--- config.mk ---
export PLATFORM = sky130hd
export DESIGN_NAME = bpq_ctrl
export DESIGN_NICKNAME = d
export VERILOG_FILES = /design/src/bpq_pkg.sv /design/src/bpq_ctrl.sv
export SDC_FILE = /design/constraint.sdc
export NUM_CORES = 1
export LEC_CHECK = 0
export BUFFER_PORTS_ARGS = -buffer_cell sky130_fd_sc_hd__buf_2
export CAP_MARGIN = 20
export CORE_AREA = 5 5 42 44
export DETAILED_ROUTE_END_ITERATION = 10
export DIE_AREA = 0 0 47 49
export PLACE_DENSITY = 0.61
export SYNTH_ARGS = -nofsm -noshare
export SYNTH_HDL_FRONTEND = slang
export SYNTH_SLANG_ARGS = --single-unit
--- constraint.sdc ---
create_clock -name clock -period 2.4 [get_ports clock]
set_clock_uncertainty 0.05 [all_clocks]
set_input_delay 0.12 -clock clock [delete_from_list [all_inputs] [get_ports clock]]
set_output_delay 0.12 -clock clock [all_outputs]
set_load 0.02 [all_outputs]
--- src/bpq_pkg.sv ---
// Shared types and constants for the bucket priority queue.
// No dependencies; imported by the controller, the datapath and the top level.
`timescale 1ns / 1ps

package bpq_pkg;

   localparam int NUM_KEYS_DEF = 1024;
   localparam int CAPACITY_DEF = 1024;

   // occupancy is kept as rows of 2**ROW_BITS bucket bits
   localparam int ROW_BITS = 5;
   localparam int ROW_SIZE = 1 << ROW_BITS;

   localparam logic [1:0] FUNC_PUSH  = 2'd0;
   localparam logic [1:0] FUNC_POP   = 2'd1;
   localparam logic [1:0] FUNC_CLEAR = 2'd2;

   localparam logic [1:0] ST_OK       = 2'd0;
   localparam logic [1:0] ST_EMPTY    = 2'd1;
   localparam logic [1:0] ST_KEY_HIGH = 2'd2;
   localparam logic [1:0] ST_FULL     = 2'd3;

   typedef struct packed {
      logic       latch;        // capture request fields
      logic       dec_rd;       // first reads of a push or a pop
      logic       push_wr;      // push commit
      logic       pop_head;     // read head and tail of the served bucket
      logic       pop_ent;      // read the entry, update occupancy
      logic       pop_fin;      // pop commit
      logic       clear;
      logic       rsp_load;
      logic       rsp_payload;  // response carries the popped entry
      logic [1:0] rsp_status;
   } cmd_type;

   typedef struct packed {
      logic [1:0] func;
      logic       key_high;
      logic       full;
      logic       empty;
      logic       out_free;
   } stat_type;

endpackage

--- src/bpq_ctrl.sv ---
// Sequencer for the bucket priority queue: decodes each transaction and
// steps the datapath through it. Depends on bpq_pkg.
`timescale 1ns / 1ps

module bpq_ctrl (
   input  logic               clock,
   input  logic               reset,
   input  logic               req_valid,
   output logic               req_stall,
   input  bpq_pkg::stat_type  stat,
   output bpq_pkg::cmd_type   cmd
);
   import bpq_pkg::*;

   localparam logic [2:0] S_IDLE     = 3'd0;
   localparam logic [2:0] S_DECODE   = 3'd1;
   localparam logic [2:0] S_PUSH_WR  = 3'd2;
   localparam logic [2:0] S_POP_HEAD = 3'd3;
   localparam logic [2:0] S_POP_ENT  = 3'd4;
   localparam logic [2:0] S_POP_FIN  = 3'd5;

   logic [2:0] state_ff, state_in;

   assign req_stall = (state_ff != S_IDLE);

   always_comb begin
      cmd      = '0;
      state_in = state_ff;
      case (state_ff)
         S_IDLE: begin
            if (req_valid) begin
               cmd.latch = 1'b1;
               state_in  = S_DECODE;
            end
         end
         S_DECODE: begin
            case (stat.func)
               FUNC_PUSH: begin
                  if (stat.key_high || stat.full) begin
                     cmd.rsp_status = stat.key_high ? ST_KEY_HIGH : ST_FULL;
                     if (stat.out_free) begin
                        cmd.rsp_load = 1'b1;
                        state_in     = S_IDLE;
                     end
                  end else begin
                     cmd.dec_rd = 1'b1;
                     state_in   = S_PUSH_WR;
                  end
               end
               FUNC_POP: begin
                  if (stat.empty) begin
                     cmd.rsp_status = ST_EMPTY;
                     if (stat.out_free) begin
                        cmd.rsp_load = 1'b1;
                        state_in     = S_IDLE;
                     end
                  end else begin
                     cmd.dec_rd = 1'b1;
                     state_in   = S_POP_HEAD;
                  end
               end
               FUNC_CLEAR: begin
                  if (stat.out_free) begin
                     cmd.clear    = 1'b1;
                     cmd.rsp_load = 1'b1;
                     state_in     = S_IDLE;
                  end
               end
               default: begin
                  if (stat.out_free) begin
                     cmd.rsp_load = 1'b1;
                     state_in     = S_IDLE;
                  end
               end
            endcase
         end
         S_PUSH_WR: begin
            if (stat.out_free) begin
               cmd.push_wr  = 1'b1;
               cmd.rsp_load = 1'b1;
               state_in     = S_IDLE;
            end
         end
         S_POP_HEAD: begin
            cmd.pop_head = 1'b1;
            state_in     = S_POP_ENT;
         end
         S_POP_ENT: begin
            cmd.pop_ent = 1'b1;
            state_in    = S_POP_FIN;
         end
         S_POP_FIN: begin
            if (stat.out_free) begin
               cmd.pop_fin     = 1'b1;
               cmd.rsp_load    = 1'b1;
               cmd.rsp_payload = 1'b1;
               state_in        = S_IDLE;
            end
         end
         default: state_in = S_IDLE;
      endcase
   end

   always_ff @(posedge clock) begin
      if (reset) state_ff <= S_IDLE;
      else       state_ff <= state_in;
   end

endmodule

==> results of run 1 <==
layout make-up:
class	instances	share of cell area [%]
multi-input cells	36	52.4
repair buffers	20	21.5
flip-flops and latches	3	12.9
clock buffers	4	5.65
well taps	16	4.30
inverters	4	3.23
layout by cell type (no fill, tap or decap), types with 2 or more instances in the layout:
| master | count |
|---|---|
| and2_1 | 2 |
| or2b_1 | 3 |
| a21oi_1 | 4 |
| nor3b_1 | 3 |
| clkbuf_4 | 3 |
| buf_2 | 20 |
| nor2_1 | 7 |
| dfxtp_1 | 3 |
| nand2_1 | 2 |
| or3_1 | 2 |
| inv_1 | 4 |
through the flow:
step | instances | hold WS [ps] | area, um2 | utilization (%) | power [uW]
final | 83 | 107 | 465 | 33.2 | 201
after global routing | 83 | 94.0 | 465 | 33.2 | 219
after CTS | 83 | 97.9 | 465 | 33.2 | 207
after detailed placement | 79 | 351 | 439 | 31.3 | 111
after global placement | 79 | 347 | 439 | 31.3 | 110
after floorplan | 48 | 234 | 357 | - | 93.2
synthesized netlist by cell type:
library cell  instances  area share, %
or4_1                 1            2.1
and2_1                2            3.5
nor2_1                7            7.4
a21oi_4               1            4.6
a21oi_1               4            5.6
o41ai_1               1            2.5
buf_4                 3            6.3
or3_1                 2            3.5
nor3b_1               3            6.3
o21bai_1              1            2.1
nor4_1                1            1.8
or2b_1                3            6.3
a21o_1                1            2.1
nand2_1               2            2.1
or4b_4                1            3.9
buf_6                 1            3.2
o2111ai_1             1            2.5
clkbuf_1              1            1.1
nor3_1                1            1.4
o21ba_2               1            2.8
nor4b_1               1            2.5
o21ba_1               1            2.8
a41o_1                1            2.8
inv_1                 4            4.2
dfxtp_1               3             17
kinds of logic after synthesis:
kind of cell	Yosys count	share of synthesized area, %
DFF	3	16.8
buffers and inverters	9	14.7
AOI/OAI and AO/OA	12	27.7
and+or+nand+nor	24	40.7
path summary, 6_finish.rpt:
check	slack, ps	depth (start not counted)	end
max	580	3	cmd[1]
min	110	2	state_ff[2]
max reg2reg	980	3	state_ff[1]
min reg2reg	580	2	state_ff[0]
metal layers:
layer,track usage [%],wire length (um),share of wire (%)
met1,12.2,455,49
met2,11.1,367,39
met3,5.54,111,12
met4,4.15,0,0
met5,0,0,0
power by group:
group	internal (uW)	switching, uW	leakage (uW)	total [uW]
logic	22.6	29.3	0.000207	51.8
registers	52.3	5.57	0.0000245	57.9
clock network	62.5	28.5	0.0000150	90.9
==> impl_metrics.toml, run 1 <==
[synthesis]
ys_types = 25
synth-seq-area-share_pct = 16.8
netlist_area_um2 = 357
ys_ff_latch = 3
synthCells = 48
yosysWarnings = 0
synth.avg_cell_area_um2 = 7.43
syn-num-nets = 57

[run_status]
status = "finished clean"

[die]
start_util_pct = 25.4
core_area_um2 = 1400
die_width_um = 47
dieArea_um2 = 2300
die_y_um = 49
num_io_pins = 21
rows = 14

[final_layout]
multi_input_area_um2 = 244
diodes = 0
n_fill_cell = 164
reg_top3 = "state_ff (3)"
seqCellArea_um2 = 60.1
areaGrowthSynthToFinish_pct = 30.5
nets = 77
drive_above_1_share_pct = 38.8
largest_register_ffs = 3
regMostFlops = "state_ff"

[timing]
rsz0062_at_grt = "no"
tightest_slew_ps = 377
finalHoldViolCount = 0
fin_tns_setup_ps = 0
final.setup.worst_slack_ps = 584
final-setup-viol-count = 0
fmax_mhz = 551
timing.slew.headroom_pct = 74.6
finalCritPeriodShare_pct = 75.7
drv_slew = 0
period_needed_ps = 1820

[route]
wl_per_cell_um = 11.3
vias_per_cell = 4.71
drc = 0
vias = 391
firstDrtPassIters = 2
final_antenna_net_count = 0
wirelength_um = 934
drt_iter0_markers = 6

[setup_path]
cp_max_fo = 11
crit_path_cell_trace = "or4b_4 > nor3_1 > buf_2"
slowest_delay_ps = 540
cp-end-kind = "output port"
cp_top_family = "simple AND/OR/NAND/NOR gates"
cp_num_buf_inv = 1
slowest_stage = "or4b_4"
start_kind = "register"
critPathRequiredTime_ps = 2230
arrival_ps = 1650
setup.worst_path.class = "reg2out"
startpoint = "state_ff[0]"
r2r-start = "state_ff[0]"

[pwr]
p_per_area_nw_per_um2 = 431
ir_worst_vdd_uv = 258
power.leakage_uw = 0.000247

[flow_run]
maxCapViolCount = 0

[cts]
cts_resized = 0
clk_path_buf_depth = 2
postCtsSetupBuffers = 0
clockRootBuffer = "clkbuf_4"
clk_pin_slew_worst_paths_ps = 40
clkLatencyLatePin_ps = 230
cts_hold_buffers = 0
numCtsBuffers = 3
cts_tree = "yes"
htree_levels = 1
clock-sinks = 3

[grt]
grt_max_degree = 12
track_usage_pct = 9.07
grt_pass1_vias = 361
overflow = 0
grt_pass1_wl_um = 1510
antenna_found_initial = 0

[worst_hold_path]
hp-class = "in2reg"
min_from = "reset"

[placement]
pre_cts_ws_ps = 835
dp_hpwl_um = 709
io_buffers = 20
gp_congestion = 0.703
Power figures use the tool's default switching activity.
==> run 2, diff against run 1 <==
PLACE_DENSITY = 0.63   (was 0.61)
clock period = 1.5 ns   (was 2.4 ns; I/O delays follow)
==> run 2 against run 1 <==
Against the previous run:
- register-to-register slack worse by 840 ps
- cell count increased by 4.8%
- via count increased by 5.1%
- critical path depth unchanged
- clock power grew 52%
- total power is 69% higher
- largest cell class unchanged
- critical endpoint is now cmd[9]
- global-route usage is 0.27 points lower
- sequential share of layout area is 1.6 points lower
- first-iteration DRC count fell by 67%
- highest routed layer unchanged
- non-clock buffer count increased by 4
- sequential cell count is the same
==> impl_metrics.toml, run 2 (synthesis gave the netlist of run 1 again) <==
[timing]
period_needed_ps = 1490
rsz0062_at_grt = "yes"
finalCritPeriodShare_pct = 99.3
tightest_slew_ps = 364
final-setup-viol-count = 0
timing.slew.headroom_pct = 75.4
finalHoldViolCount = 0
drv_slew = 0
fmax_mhz = 671

[pwr]
ir_worst_vdd_uv = 589
switchingPower_uw = 101
clkPwrFrac_pct = 40.8
p_per_area_nw_per_um2 = 612
fin_total_pwr_uw = 338
power.internal_uw = 237
switching_share_pct = 29.9
p_seq_share_pct = 25.2
p_comb_share_pct = 34.0
power.leakage_uw = 0.000281

[setup_path]
arrival_ps = 1370
critPathRequiredTime_ps = 1370
cp-end-kind = "output port"
setup.worst_path.class = "reg2out"
start_kind = "register"
cp_max_fo = 3

[grt]
grt_pass1_wl_um = 1490
overflow = 0
grt_pass1_vias = 361
grt_max_degree = 11
track_usage_pct = 8.79
antenna_found_initial = 0

[die]
start_util_pct = 25.4
core_area_um2 = 1400
die_y_um = 49
dieArea_um2 = 2300
num_io_pins = 21
rows = 14
die_width_um = 47

[placement]
gp_congestion = 0.698
dp_hpwl_um = 744
place_inst = 82
io_buffers = 20

[cts]
htree_levels = 1
clockRootBuffer = "clkbuf_4"
cts_tree = "yes"
clock-sinks = 3
numCtsBuffers = 3
clk_path_buf_depth = 2
cts_hold_buffers = 0
clkLatencyLatePin_ps = 230
clk_pin_slew_worst_paths_ps = 40

[flow_run]
maxCapViolCount = 0

[worst_hold_path]
hp-class = "in2reg"

[route]
wl_per_cell_um = 11.1
vias_per_cell = 4.72
drc = 0
final_antenna_net_count = 0
firstDrtPassIters = 2
drt_iter0_markers = 2
vias = 411
wirelength_um = 962

[final_layout]
layout_commonest_cell = "buf_2"
areaGrowthSynthToFinish_pct = 55.1
regMostFlops = "state_ff"
instances_no_fill = 87
nets = 81
drive_above_1_share_pct = 53.5
largest_register_ffs = 3
mostFrequentLayoutCells = "buf_2 (15), nor2_1 (5), buf_4 (5)"
reg_top3 = "state_ff (3)"
n_fill_cell = 156
diodes = 0

[run_status]
status = "finished clean"
[run 2: timing repair]
item	in CTS	in global routing
buffers inserted	1	0
gates cloned	0	0
endpoints found under the setup margin	4	7
resized for setup	6	11
pin swaps	3	4
[run 2: power by group through the flow]
stage	clock [uW]	sequential [uW]	combinational, uW
final	138	85.3	115
after global routing	162	85.5	125
after CTS	147	85.2	102
after detailed placement	0	86.4	97.1
after global placement	0	86.4	96.5
after floorplan	0	86.0	64.2
[run 2: worst paths after layout]
check | from | end | slack (ps) | cells after the start
hold / removal | reset | state_ff[2] | 60 | 2
setup / recovery | state_ff[2] | cmd[9] | 10 | 3
setup reg to reg | state_ff[2] | state_ff[1] | 140 | 4
hold reg to reg | state_ff[1] | state_ff[0] | 580 | 3
[run 2: critical path, cell delays in order (launching register included)]
cell	delay, ps
dfxtp_2	310
or4b_4	550
a21oi_4	150
buf_6	130
[run 2: area by class of cell]
class | count | area, um2 | share of cell area (%)
clock buffer | 4 | 26.3 | 4.75
inverter | 4 | 15.0 | 2.71
multi-input combinational | 36 | 272 | 49.1
sequential | 3 | 62.6 | 11.3
tap | 16 | 20.0 | 3.62
timing repair buffer | 24 | 158 | 28.5
[run 2: per-layer routing]
metal  wire (um)  part of all wire, %  track usage, %
met1         453                   47            12.0
met2         399                   41            10.9
met3         109                   11            5.90
met4           0                    0            2.76
met5           0                    0               0
[run 2: through the flow]
stage	setup WS [ps]	TNS, ps	instance area (um2)	util, %	hold slack [ps]
floorplan	59.0	0	362	-	189
global placement	198	0	467	33.3	310
detailed placement	176	0	467	33.3	307
CTS	-15.4	-31.3	519	37.1	61.3
global route	-36.6	-75.0	553	39.5	49.4
finish	9.89	0	553	39.5	61.2
